### src/csc_pkg.sv
package csc_pkg;

    // number of cordic iterations in each of the two passes
    localparam int CORDIC_STAGES = 32;
    // register stages of the gain multiplier
    localparam int GAIN_STAGES = 3;
    // valid bits along the back pipeline: three gain units, two cordic passes, output stage
    localparam int PIPE_DEPTH = 3 * GAIN_STAGES + 2 * CORDIC_STAGES + 1;

    localparam int ANG_TAB_LEN = 48;

    typedef logic signed [63:0] dat_t;
    typedef logic signed [33:0] ang_t;

    localparam logic [31:0] INV_GAIN = 32'd2608131496;
    localparam ang_t QUARTER_TURN = 34'sd1073741824;
    localparam ang_t HALF_TURN = 34'sd2147483648;
    localparam dat_t RAD_MAX = 64'sd549755813887;
    localparam dat_t POS_MIN = -64'sd549755813888;
    localparam dat_t ROUND_HALF = 64'sd32768;

    localparam logic [31:0] ANG_TAB [ANG_TAB_LEN] = '{
        32'd536870912, 32'd316933406, 32'd167458907, 32'd85004756, 32'd42667331,
        32'd21354465, 32'd10679838, 32'd5340245, 32'd2670163, 32'd1335087,
        32'd667544, 32'd333772, 32'd166886, 32'd83443, 32'd41722, 32'd20861,
        32'd10430, 32'd5215, 32'd2608, 32'd1304, 32'd652, 32'd326, 32'd163,
        32'd81, 32'd41, 32'd20, 32'd10, 32'd5, 32'd3, 32'd1, 32'd1, 32'd0,
        32'd0, 32'd0, 32'd0, 32'd0, 32'd0, 32'd0, 32'd0, 32'd0, 32'd0, 32'd0,
        32'd0, 32'd0, 32'd0, 32'd0, 32'd0, 32'd0
    };

    typedef struct packed {
        logic              opcode;
        logic signed [39:0] pos_x;
        logic signed [39:0] pos_y;
        logic signed [39:0] pos_z;
        logic signed [31:0] in_longitude;
        logic signed [31:0] in_latitude;
        logic        [38:0] in_radius;
    } item_t;

    typedef struct packed {
        logic signed [39:0] out_x;
        logic signed [39:0] out_y;
        logic signed [39:0] out_z;
        logic signed [31:0] out_longitude;
        logic signed [31:0] out_latitude;
        logic        [38:0] out_radius;
        logic               degenerate;
    } result_t;

    // one item as it travels through the back pipeline
    typedef struct packed {
        logic               op;
        logic               skip;
        logic               deg;
        logic               neg2;
        logic signed [31:0] pre_lat;
        logic        [38:0] pre_rad;
        dat_t               x;
        dat_t               y;
        dat_t               z;
        ang_t               a;
        ang_t               w;
    } pipe_t;

    // metres to q16, sign extended
    function automatic dat_t pos_q16(logic [39:0] p);
        return {{8{p[39]}}, p, 16'h0000};
    endfunction

    function automatic ang_t ang_tab(logic [5:0] i);
        return ang_t'({2'b00, ANG_TAB[i]});
    endfunction

    // one micro-rotation; vectoring for opcode 0, rotation for opcode 1
    function automatic pipe_t cordic_step(pipe_t t, logic [5:0] i);
        pipe_t r;
        dat_t  dx;
        dat_t  dy;
        logic  up;
        r  = t;
        dx = t.x >>> i;
        dy = t.y >>> i;
        up = t.op ? (t.a >= 0) : (t.y < 0);
        if (up)
        begin
            r.x = t.x - dy;
            r.y = t.y + dx;
            r.a = t.a - ang_tab(i);
        end
        else
        begin
            r.x = t.x + dy;
            r.y = t.y - dx;
            r.a = t.a + ang_tab(i);
        end
        return r;
    endfunction

    function automatic dat_t round_q16(dat_t v);
        return (v + ROUND_HALF) >>> 16;
    endfunction

    function automatic logic [39:0] sat40(dat_t v);
        logic [39:0] r;
        if (v > RAD_MAX)
            r = 40'h7F_FFFF_FFFF;
        else if (v < POS_MIN)
            r = 40'h80_0000_0000;
        else
            r = v[39:0];
        return r;
    endfunction

endpackage

### src/csc_front.sv
module csc_front (
    input  logic           clk,
    input  logic           rst_n,
    input  csc_pkg::item_t item,
    input  logic           push,
    output logic           full,
    output csc_pkg::pipe_t tok,
    output logic           tok_vld,
    input  logic           tok_pop
);
    import csc_pkg::*;

    pipe_t       q_reg [2];
    logic        wr_ptr_reg;
    logic        wr_ptr_next;
    logic        rd_ptr_reg;
    logic        rd_ptr_next;
    logic [1:0]  cnt_reg;
    logic [1:0]  cnt_next;
    logic        wr_en;
    logic        rd_en;

    pipe_t       cls;
    dat_t        x16;
    dat_t        y16;
    dat_t        z16;
    dat_t        r16;
    logic [39:0] zabs;
    ang_t        lat;
    ang_t        lon;
    logic        neg1;

    // classify the beat: origin, polar axis, half-turn pre-rotation, angle reduction
    always_comb
    begin
        cls     = '0;
        cls.op  = item.opcode;
        x16     = pos_q16(item.pos_x);
        y16     = pos_q16(item.pos_y);
        z16     = pos_q16(item.pos_z);
        r16     = {9'h000, item.in_radius, 16'h0000};
        zabs    = item.pos_z[39] ? 40'(-item.pos_z) : 40'(item.pos_z);
        lat     = {{2{item.in_latitude[31]}}, item.in_latitude};
        lon     = {{2{item.in_longitude[31]}}, item.in_longitude};
        neg1    = 1'b0;
        if (!item.opcode)
        begin
            if (item.pos_x == '0 && item.pos_y == '0)
            begin
                cls.skip = 1'b1;
                if (item.pos_z == '0)
                    cls.deg = 1'b1;
                else
                begin
                    cls.pre_lat = item.pos_z[39] ? -32'sd1073741824 : 32'sd1073741824;
                    cls.pre_rad = zabs[39] ? '1 : zabs[38:0];
                    cls.deg     = zabs[39];
                end
            end
            else if (item.pos_x[39])
            begin
                cls.x = -x16;
                cls.y = -y16;
                cls.a = HALF_TURN;
            end
            else
            begin
                cls.x = x16;
                cls.y = y16;
            end
            cls.z = z16;
        end
        else
        begin
            if (item.in_radius == '0)
            begin
                cls.skip = 1'b1;
                cls.deg  = 1'b1;
            end
            if (lat > QUARTER_TURN)
            begin
                lat  = lat - HALF_TURN;
                neg1 = 1'b1;
            end
            else if (lat < -QUARTER_TURN)
            begin
                lat  = lat + HALF_TURN;
                neg1 = 1'b1;
            end
            if (lon > QUARTER_TURN)
            begin
                lon      = lon - HALF_TURN;
                cls.neg2 = 1'b1;
            end
            else if (lon < -QUARTER_TURN)
            begin
                lon      = lon + HALF_TURN;
                cls.neg2 = 1'b1;
            end
            cls.x = neg1 ? -r16 : r16;
            cls.a = lat;
            cls.w = lon;
        end
    end

    // two-entry queue toward the back pipeline
    assign full    = (cnt_reg == 2'd2);
    assign tok_vld = (cnt_reg != 2'd0);
    assign tok     = q_reg[rd_ptr_reg];
    assign wr_en   = push && !full;
    assign rd_en   = tok_pop && tok_vld;

    always_comb
    begin
        wr_ptr_next = wr_en ? !wr_ptr_reg : wr_ptr_reg;
        rd_ptr_next = rd_en ? !rd_ptr_reg : rd_ptr_reg;
        cnt_next    = cnt_reg + 2'(wr_en) - 2'(rd_en);
    end

    always_ff @(posedge clk or negedge rst_n)
    begin
        if (!rst_n)
        begin
            wr_ptr_reg <= 1'b0;
            rd_ptr_reg <= 1'b0;
            cnt_reg    <= 2'd0;
        end
        else
        begin
            wr_ptr_reg <= wr_ptr_next;
            rd_ptr_reg <= rd_ptr_next;
            cnt_reg    <= cnt_next;
        end
    end

    always_ff @(posedge clk)
    begin
        if (wr_en)
            q_reg[wr_ptr_reg] <= cls;
    end

endmodule

### config.mk
export PLATFORM = sky130hd
export DESIGN_NAME = csc_front
export DESIGN_NICKNAME = d
export VERILOG_FILES = /design/src/csc_pkg.sv /design/src/csc_front.sv
export SDC_FILE = /design/constraint.sdc
export NUM_CORES = 1
export LEC_CHECK = 0
export BUFFER_PORTS_ARGS = -buffer_cell sky130_fd_sc_hd__buf_2
export CORE_AREA = 2 2 219 221
export CTS_CLUSTER_SIZE = 30
export DETAILED_ROUTE_END_ITERATION = 16
export DIE_AREA = 0 0 221 223
export PLACE_DENSITY_LB_ADDON = 0.25
export SYNTH_ARGS = -nofsm -noshare
export SYNTH_HDL_FRONTEND = slang
export SYNTH_SLANG_ARGS = --single-unit
### constraint.sdc
create_clock -name clk -period 12.9 [get_ports clk]
set_input_delay 2.58 -clock clk [delete_from_list [all_inputs] [get_ports clk]]
set_output_delay 2.58 -clock clk [all_outputs]
set_load 0.02 [all_outputs]
# After elaboration in Yosys (flattened, before gate mapping)
# Memory sizes are Yosys's and may differ from the RTL's.
# Cells that the tools add are included.
[op_classes]
n_addsub = 10
mul = 0
div_mod_pow = 0
order_cmp = 4
eq_ne = 1
n_shift = 0
muxes = 31
bitwise_logic = 0
reduce_logical = 11
[op_table]
columns = ["operator", "n"]
rows = [
  ["2-to-1 mux 128 bit", 3],
  ["2-to-1 mux 71 bit", 3],
  ["2-to-1 mux 34 bit", 6],
  ["2-to-1 mux 64 bit", 2],
  ["negation 56 -> 64 bit", 2],
  ["logical NOT 40 bit", 3],
  ["2-to-1 mux 32 bit", 3],
  ["adder 32 x 33 -> 34 bit, second input constant", 2],
  ["subtractor 32 x 33 -> 34 bit, second input constant", 2],
  ["greater-than comparator 32 bit, second input constant", 2],
  ["less-than comparator 32 x 31 -> 1 bit, second input constant", 2],
  ["negation 55 -> 64 bit", 1],
  ["2-to-1 mux 40 bit", 1],
  ["negation 40 bit", 1],
  ["logical NOT 39 bit", 1],
  ["2-to-1 mux 39 bit", 1],
  ["2-to-1 mux 1 bit", 9],
  ["2-to-1 mux 2 bit", 3],
  ["logical AND 1 bit", 3],
  ["logical NOT 1 bit", 3],
  ["adder 2 x 1 -> 2 bit", 1],
  ["equality test 2 bit, second input constant", 1],
  ["nonzero test 2 bit", 1],
  ["subtractor 2 x 1 -> 2 bit", 1],
]
[totals]
ff_bits = 4
latchBits = 0
ramBits = 670
romBits = 0
inputBits = 228
output_inout_bits = 337
elab_cells = 61
mem_count = 1
[memory_table]
columns = ["name", "words", "word_bits", "read_ports", "rd_clocked_by_memory_dff", "write_ports", "line", "rtl"]
rows = [
  ["q_reg", 2, 335, 1, 0, 1, "csc_front.sv:13", "pipe_t q_reg [2];"],
]

# Logic depth before layout (Yosys ltp)
# Gate-level depths: netlist (run 1).
[depth]
depth_word = 6
depth_mapped = 10
depth_no_buf = 8

# Least setup slack after synthesis (run 1)
# No wires, ideal clock.
[synth_path]
path_type = "in2reg"
startpoint = "in push"
endpoint = "mem q_reg[0][0] in the netlist's numbering, enable pin"
setup_time_ps = 859
arrival_time_ps = 12906
required_time_ps = 12041
path_slack_ps = -865
cell_stages = 2
path_buffers = 0
path_cell_list = "nand2_1 > nor2_1"
[synth_between]
elab_chain_cells = 3
[synth_lines]
columns = ["element", "line", "rtl"]
rows = [
  ["from (decl)", "csc_front.sv:5", "input logic push,"],
  ["logical AND 1 bit", "csc_front.sv:110", "assign wr_en = push && !full;"],
  ["2-to-1 mux 1 bit", "csc_front.sv:138", "if (wr_en)"],
  ["2-to-1 mux 1 bit (not written as such)", "csc_front.sv:139", "q_reg[wr_ptr_reg] <= cls;"],
  ["to (decl)", "csc_front.sv:13", ""],
]
# Every way passes these cells.

==> results of run 1 <==
metal layers:
| layer | vias up | part of all wire [%] | track usage, % |
|---|---|---|---|
| li1 | 7402 | - | - |
| met2 | 621 | 49 | 41.2 |
| met1 | 7932 | 40 | 30.3 |
| met4 | 2 | 3.0 | 7.64 |
| met5 | - | 0.011 | 0 |
| met3 | 103 | 7.4 | 5.76 |
kinds of logic after synthesis:
logic type               count (synthesis)  synth area share, %
flip-flops                             498                 62.0
AND/OR/NAND/NOR                        435                 9.75
XOR/XNOR                               127                 4.62
buffers and inverters                  198                 4.56
other                                    1               0.0156
AO/OA/AOI/OAI                          213                 6.14
adder cells (fa/ha/maj)                  6                0.312
multiplexers                           273                 12.6
path summary, 6_finish.rpt:
| check | to | startpoint | slack, ns |
|---|---|---|---|
| worst max-delay path | q_reg[0][296] | item[199] | 6.99 |
| worst min-delay path | cnt_reg[1] | cnt_reg[1] | 0.50 |
| worst max register to register | q_reg[1][86] | cnt_reg[1] | 9.40 |
| worst min register to register | cnt_reg[1] | cnt_reg[1] | 0.50 |
| max in group asynchronous | rd_ptr_reg | rst_n | 10.98 |
| min in group asynchronous | wr_ptr_reg | rst_n | 1.79 |
power breakdown:
group / internal [mW] / switching [mW]
clock: 0.871 / 0.608
sequential: 2.24 / 0.104
combinational: 0.732 / 1.32
total: 3.84 / 2.03
final cells by class:
type,instances,area [µm²],share of cell area [%]
flip-flops and latches,498,14900,52.5
multi-input cells,1132,8370,29.4
repair buffers,505,2590,9.10
clock buffers,63,1360,4.79
well taps,615,769,2.70
clock inverters,31,315,1.11
inverters,23,86.3,0.303
diodes,9,22.5,0.0791
cells in the final DEF (no fill, tap or decap), types with 14 or more instances in the layout:
cell type  netlist  final
a21oi_1         44     44
a21oi_2         18     18
and2_1          65     65
buf_2            2    485
buf_4           88     19
clkbuf_16        0     53
clkinv_1         1     14
conb_1           1     78
edfxtp_1       494    494
inv_1           22     21
mux2_2         247    247
mux2i_1         26     26
nand2_1         54     53
nand4_1         18     18
nor2_1         101    100
nor2b_1         36     36
nor3_1          29     29
nor4_1          40     40
o21ai_0         41     41
o31ai_1         32     32
o41ai_1         19     19
or3_1           18     17
or4_1           24     24
xnor2_1         37     37
xor2_1          90     90
worst max-delay path: stages:
cell      delay, ns
buf_2          0.13
or4_1          0.65
nor4_2         0.54
nand4_1        0.38
or4_4          0.63
or3_2          0.90
a211oi_1       0.44
==> run metrics, run 1 <==
post-CTS resize count=0; # rows=80; post-synth top area share=between 60% and 70%; status=finished, final reports clean; first-pass GRT wire length=approximately 90000 µm; max-cap violations=0; initial antenna violation count=10; WHS Path Cells=1; dpl cells=about 2800; max reg flops=between 400 and 500; fillers=around 3700; final worst slack=about 7.0 ns; sequential area share after synthesis=about three fifths; setup_tns=0 ns; cts hold-fix bufs=0; clock sinks=498; Die ar.=0.0493 mm²; startpoint types=primary input; PwrDens=206 mW/mm²; worst path arrival time=6.28 ns; drt drc=0; crit path time final=5.91 ns; total CTS buffers=53; CTS tree=done; Final Util=~60%; Worst Reg-to-Reg Cells=4; clock slew at reported path FFs=around 0.060 ns; fin nets=about 2400; most frequent cell after synthesis=edfxtp_1; Root Buffer=clkbuf_16; post-route insts no fill=2876; pre-CTS WS=approximately 6.4 ns; WS Path Type=in -> reg; fmax=between 150 and 200 MHz; Tot Pwr=~5.9 mW; final hold vios=0; initial DRC count=1112; ratio of cells with drive above 1 in the final layout=about two fifths; Worst setup EP type=flip-flop; crit-path max FO=38; Worst EP required=13.27 ns; via count=about 16000; final setup violation count=0; largest net degree at the start of global routing=137; Synth Warn #=0; CTS max path bufs=3; First-pass DRT Iterations=5; num ports=about 570; min-delay worst type=reg -> reg; Routability Congestion=0.899; Synth top cells by count=edfxtp_1, mux2_2, nor2_1; clk_skew=0.00933 ns; crit share post-route=a little under half; Core Footprint=0.0471 mm²; Area contributors post-synth=edfxtp_1, mux2_2, xor2_1; Synth cell types=61; final instance area=0.0285 mm²; RSZ-0062 raised after global routing=no; post-CTS setup buffers=0; Slew @ Worst Pin=1.21 ns; port bufs=about 490; GRT Overall Usage=~24%; DIE WIDTH=roughly 220 µm; die height=~220 µm; Main synth FF type=edfxtp_1; Worst slew margin=a little under a fifth; WHS=between 0.5 and 0.6 ns; Area after DPL=0.0268 mm²; synthesized area=about 0.024 mm²; fin. max-slew vios=0; Avg Cell Area, Syn=about 14 µm²; Post-synth EDFFs=494; Post-Syn Instances=approximately 1800; post-synth top area cell=edfxtp_1; vias in the first global route=roughly 16000; asr flop ratio synth=less than 1%; Worst IR Drop VDD=around 0.00045 V; via density per instance=between 5 and 6; antenna viol nets, final=0; wirelength, routed=roughly 61000 µm; Leak=between 10 and 15 nW; starting density of the core=between 50% and 60%; H-tree depth=2; Routed WL per cell=21.3 µm; synthesized flop and latch total=498; DP HPWL=around 42000 µm; P&R area growth vs syn=18.1%; clk_lat worst skew=roughly 0.60 ns; total congestion overflow=0
Power figures use the tool's default switching activity.
==> run 2: changes to the inputs <==
--- a/config.mk
+++ b/config.mk
@@ -6,10 +6,10 @@
 export NUM_CORES = 1
 export LEC_CHECK = 0
 export BUFFER_PORTS_ARGS = -buffer_cell sky130_fd_sc_hd__buf_2
-export CORE_AREA = 2 2 219 221
+export CORE_MARGIN = 2
+export CORE_UTILIZATION = 49
 export CTS_CLUSTER_SIZE = 30
 export DETAILED_ROUTE_END_ITERATION = 16
-export DIE_AREA = 0 0 221 223
 export PLACE_DENSITY_LB_ADDON = 0.25
 export SYNTH_ARGS = -nofsm -noshare
 export SYNTH_HDL_FRONTEND = slang
==> constraint.sdc (replaced) <==
create_clock -name clk -period 5.3 [get_ports clk]
set_input_delay 1.06 -clock clk [delete_from_list [all_inputs] [get_ports clk]]
set_output_delay 1.06 -clock clk [all_outputs]
set_load 0.02 [all_outputs]
==> run 2 against run 1 <==
Net effect: critical path depth did not move; routed wire length rose by 2.9%; critical endpoint is now q_reg[0][266]; total power rose by 150%.
==> run metrics, run 2 (synthesis results as in run 1) <==
Worst slew margin=approximately 28%; Worst IR Drop VDD=between 0.0002 and 0.0003 V; max-cap violations=0; Worst EP required=~5.7 ns; clock sinks=498; First-pass DRT Iterations=5; die height=between 200 and 250 µm; GRT Overall Usage=23.7%; final hold vios=0; crit-path max FO=36; DP HPWL=between 40000 and 50000 µm; # rows=between 80 and 90; Tot Pwr=between 10 and 15 mW; crit path time final=~4.2 ns; max reg flops=approximately 490; Routed WL per cell=around 21 µm; total congestion overflow=0; DIE WIDTH=about 230 µm; startpoint types=primary input; initial DRC count=roughly 1300; total CTS buffers=53; status=finished, final reports clean; via count=between 15000 and 20000; Root Buffer=clkbuf_16; RSZ-0062 raised after global routing=no; Slew @ Worst Pin=approximately 1.1 ns; wirelength, routed=about 63000 µm; ratio of cells with drive above 1 in the final layout=39.2%; crit share post-route=between 80 and 90%; via density per instance=between 5 and 6; fmax=235 MHz; initial antenna violation count=18; setup_tns=0 ns; P&R area growth vs syn=19.2%; vias in the first global route=16000; min-delay worst type=in -> async; WS Path Type=in -> reg; fin nets=around 2500; Leak=about 11 nW; most common cell after layout, fill and taps aside=edfxtp_1; final setup violation count=0; Routability Congestion=between 0.8 and 0.9; Worst setup EP type=flip-flop; num ports=565; largest net degree at the start of global routing=157; first-pass GRT wire length=between 90000 and 100000 µm; antenna viol nets, final=0; PwrDens=501 mW/mm²; clk_lat worst skew=roughly 0.6 ns; fin. max-slew vios=0; r2r setup slk=approximately 2.9 ns; CTS tree=done; starting density of the core=between 40% and 50%; most frequent cells in the layout=edfxtp_1, buf_2, mux2_2; clk_skew=about 0.012 ns; drt drc=0; CTS max path bufs=3; clock slew at reported path FFs=~0.06 ns; cts hold-fix bufs=0; fillers=slightly below 4000; port bufs=around 490; Core Footprint=0.0487 mm²; Die ar.=0.0510 mm²; worst path arrival time=roughly 4.6 ns; post-CTS resize count=0; H-tree depth=2; post-CTS setup buffers=0
run 2: power breakdown:
| part | switching [mW] | total [mW] | internal (mW) |
|---|---|---|---|
| clock network | 1.53 | 3.59 | 2.06 |
| logic | 3.25 | 5.10 | 1.84 |
| registers | 0.282 | 5.71 | 5.43 |
| total | 5.06 | 14.4 | 9.33 |
run 2: through the flow:
step                      instances  util, %  hold WS, ns  worst slack (ns)  instance area [µm²]
after detailed placement       2837     55.4        0.495             0.457                27000
after floorplan                1828        -        0.460            0.0202                24400
after CTS                      2936     58.9        0.226              1.12                28700
after global routing           2950     58.9        0.229             0.985                28700
after global placement         2837     55.4        0.481             0.516                27000
final                          2951     58.9        0.266              1.05                28700
run 2: layer usage:
layer,share of wire [%],track usage (%),vias up,wire (µm)
li1,-,-,7457,-
met1,39,29.3,8013,24800
met2,48,38.7,674,30400
met3,8.0,6.18,139,5060
met4,4.3,11.8,4,2700
met5,0.038,0,-,24
run 2: worst paths after layout:
path	startpoint	cells after the start	to
min reg2reg	cnt_reg[1]	1	cnt_reg[1]
min in group clk	cnt_reg[1]	1	cnt_reg[1]
max	item[173]	7	q_reg[0][266]
min	rst_n	1	cnt_reg[0]
max reg2reg	cnt_reg[1]	4	q_reg[0][245]
max in group asynchronous	rst_n	1	rd_ptr_reg
run 2: critical path, cell delays in order:
cell,delay (ns)
buf_2,0.11
or3_1,0.48
or4b_4,0.60
or4_1,0.56
or4_4,0.49
or3_2,0.89
a311oi_1,0.44
run 2: cell type report:
class | instances | area (µm²) | share of cell area, %
Clock buffer | 71 | 1440 | 5.00
Timing Repair Buffer | 520 | 2780 | 9.67
Tap cell | 664 | 831 | 2.89
Multi-Input combinational cell | 1132 | 8370 | 29.1
Inverter | 23 | 86.3 | 0.300
Antenna cell | 15 | 37.5 | 0.131
Sequential cell | 498 | 14900 | 52.0
Clock inverter | 28 | 255 | 0.888
==> run 3: changes to the inputs <==
--- a/config.mk
+++ b/config.mk
@@ -5,9 +5,10 @@
 export SDC_FILE = /design/constraint.sdc
 export NUM_CORES = 1
 export LEC_CHECK = 0
+export ABC_AREA = 1
 export BUFFER_PORTS_ARGS = -buffer_cell sky130_fd_sc_hd__buf_2
 export CORE_MARGIN = 2
-export CORE_UTILIZATION = 49
+export CORE_UTILIZATION = 50
 export CTS_CLUSTER_SIZE = 30
 export DETAILED_ROUTE_END_ITERATION = 16
 export PLACE_DENSITY_LB_ADDON = 0.25
==> constraint.sdc (replaced) <==
create_clock -name clk -period 3.79 [get_ports clk]
set_input_delay 0.758 -clock clk [delete_from_list [all_inputs] [get_ports clk]]
set_output_delay 0.758 -clock clk [all_outputs]
set_load 0.02 [all_outputs]
==> run 3 against run 2 <==
Net effect: final cell count is 44% higher; clock power is 38% higher; combinational power is 60% higher; first-iteration DRC count is 35% higher; largest power group is now combinational cells; via count is 32% higher; sequential power is 38% higher; critical path type is now reg -> out; area after synthesis is 8.2% higher.
==> run metrics, run 3 <==
final worst slack=~0.6 ns; WHS Endpoint=q_reg[1][19]; status=finished, final reports clean; Worst IR Drop VDD=~0.00082 V; Post-synth EDFFs=494; clock sinks=between 400 and 500; post-synth top area share=a little under three fifths; crit path max-delay cell type=buf_12; r2r setup slk=1.79 ns; Post-Syn Instances=between 3000 and 4000; fillers=about 4700; starting density of the core=around half; ratio of cells with drive above 1 in the final layout=between 10% and 20%; crit path time final=~3.2 ns; critical-path cell list=buf_12 > nand2_1 > nand2_1 > buf_2; asr flop ratio synth=0.803%; dpl cells=around 4100; max-cap violations=0; vias in the first global route=about 20000; Max Used Layer=met5; WHS Path Cells=3; Worst slew margin=a little under two fifths; WL met1=approximately 30000 µm; most frequent cells in the layout=nand2_1, edfxtp_1, buf_2; reg2reg start=cnt_reg[1]; Synth cell types=42; antenna viol nets, final=0; crit-path max FO=185; startpoint types=flip-flop; sw power=between 8 and 9 mW; Worst setup EP type=output port; initial antenna violation count=14; Worst EP required=3.03 ns; r2r endpoint=q_reg[0][175]; clock slew at reported path FFs=0.06 ns; fin nets=3751; P&R area growth vs syn=17.5%; final setup violation count=0; synthesized area=~0.026 mm²; post-route insts no fill=4248; total congestion overflow=0; Sw Ratio=40.1%; total CTS buffers=53; Routability Congestion=around 0.96; via density per instance=5.06; Leak=around 14 nW; num ports=565; WS Path Type=reg -> out; most frequent cell after synthesis=nand2_1; CP max stage delay=just over 0.6 ns; die height=approximately 230 µm; cell mode on critical path=nand2_1; largest net degree at the start of global routing=~190; worst path arrival time=around 2.4 ns; fin. max-slew vios=0; Synth Warn #=0; first-pass GRT wire length=~110000 µm; Worst Reg-to-Reg Cells=4; drt drc=0; Main synth FF type=edfxtp_1; Root Buffer=clkbuf_16; via count=~22000; H-tree depth=2; PwrDens=between 600 and 700 mW/mm²; worst hold start=item[90]; Power Internal=approximately 13 mW; port bufs=between 400 and 500; CTS tree=done; CTS max path bufs=3; min-delay worst type=in -> reg; final hold vios=0; # rows=83; First-pass DRT Iterations=6; Final Util=between 50 and 60%; wirelength, routed=74400 µm; most common cell after layout, fill and taps aside=nand2_1; clk_skew=around 0.024 ns; synthesized flop and latch total=498; Routed WL per cell=roughly 18 µm; sequential area share after synthesis=about 57%; crit share post-route=between 80% and 90%; DP HPWL=between 50000 and 60000 µm; Die ar.=0.0540 mm²; RSZ-0062 raised after global routing=no; Synth top cells by count=nand2_1, edfxtp_1, nor2_1; Gate power share=between 30% and 40%; post-synth top area cell=edfxtp_1; Avg Cell Area, Syn=about 8.5 µm²; GRT Overall Usage=27.0%; initial DRC count=1724; Core Footprint=0.0514 mm²; post-CTS resize count=0; DIE WIDTH=232 µm; clk_lat worst skew=between 0.5 and 0.6 ns; fmax=315 MHz; Reg power frac=a little under two fifths; setup_tns=0 ns; Tot Pwr=21.0 mW; clock network fraction of total power=a little under a quarter; pre-CTS WS=0.722 ns; Slew @ Worst Pin=0.938 ns; Area contributors post-synth=edfxtp_1, nand2_1, nor2_1; met3 wire len=roughly 5600 µm; wire length on met2=around 36000 µm; max reg flops=~500
-- run 3: changes by cell type in the layout (fill, tap and decap cells not counted), moves of 30 or more --
cell	delta
nand2_1	+1198
o31ai_1	-30
and2_1	-63
nor4_1	-32
nand3_1	+233
nor2_1	+227
xnor2_1	-33
xor2_1	-43
nor2_2	+38
nor2b_1	-36
inv_1	+239
mux2_2	-247
-- run 3: worst max-delay path, delay by kind of cell, from the launching register on --
kind | cells | cell delay (ns)
buffers and inverters | 2 | 0.86
flip-flops | 1 | 0.47
AND/OR/NAND/NOR | 2 | 0.35
-- run 3: what timing repair did --
action | in CTS | in global routing
hold buffers | 1 | 0
buffers inserted | 0 | 0
hold endpoints to repair | 4 | 0
setup endpoints to repair | 0 | 0
-- run 3: layer usage --
layer	vias to the layer above	track usage (%)
met4	10	8.91
met5	-	0
li1	10600	-
met2	805	44.9
met1	9956	35.6
met3	132	4.95
-- run 3: cell families (layout without fill, tap and decap cells) --
logic type	Yosys count	count (layout)	synth area share (%)
AO/OA/AOI/OAI	72	72	1.44
flip-flops	498	498	57.3
AND/OR/NAND/NOR	1963	1963	31.1
buffers and inverters	472	891	8.20
XOR/XNOR	51	51	1.71
adder cells (fa/ha/maj)	6	6	0.288
other	1	87	0.0144
-- run 3: layout make-up --
class	instances	area (µm²)	share of cell area [%]
repair buffers	520	2810	9.16
multi-input cells	2170	9320	30.4
flip-flops and latches	498	14900	48.7
clock inverters	36	290	0.947
diodes	9	22.5	0.0735
well taps	680	851	2.78
inverters	274	1040	3.39
clock buffers	61	1380	4.49
-- run 3: through the flow --
step	hold WS, ns	area (µm²)
finish	0.462	30600
global route	0.446	30600
CTS	0.428	30600
detailed placement	0.570	28900
global placement	0.569	28900
floorplan	0.462	26400
-- run 3: worst max-delay path by stage --
stage | startpoint | end | slack, ns | cells after the start
floorplan | push | q_reg[0][0] | -1.13 | 2
global placement | item[0] | q_reg[0][332] | 0.77 | 11
detailed placement | item[0] | q_reg[0][332] | 0.72 | 11
CTS | rd_ptr_reg | tok[222] | 0.57 | 4
global route | rd_ptr_reg | tok[221] | 0.50 | 4
finish | rd_ptr_reg | tok[222] | 0.61 | 4
-- run 3: power groups by stage --
stage	Sequential, mW	Clock, mW	Combinational (mW)
2_1_floorplan	8.11	0	5.14
4_1_cts	7.89	5.05	8.26
3_3_place_gp	7.98	0	8.22
5_1_grt	7.99	5.27	8.87
6_report	7.89	4.96	8.17
3_5_place_dp	8.00	0	8.24
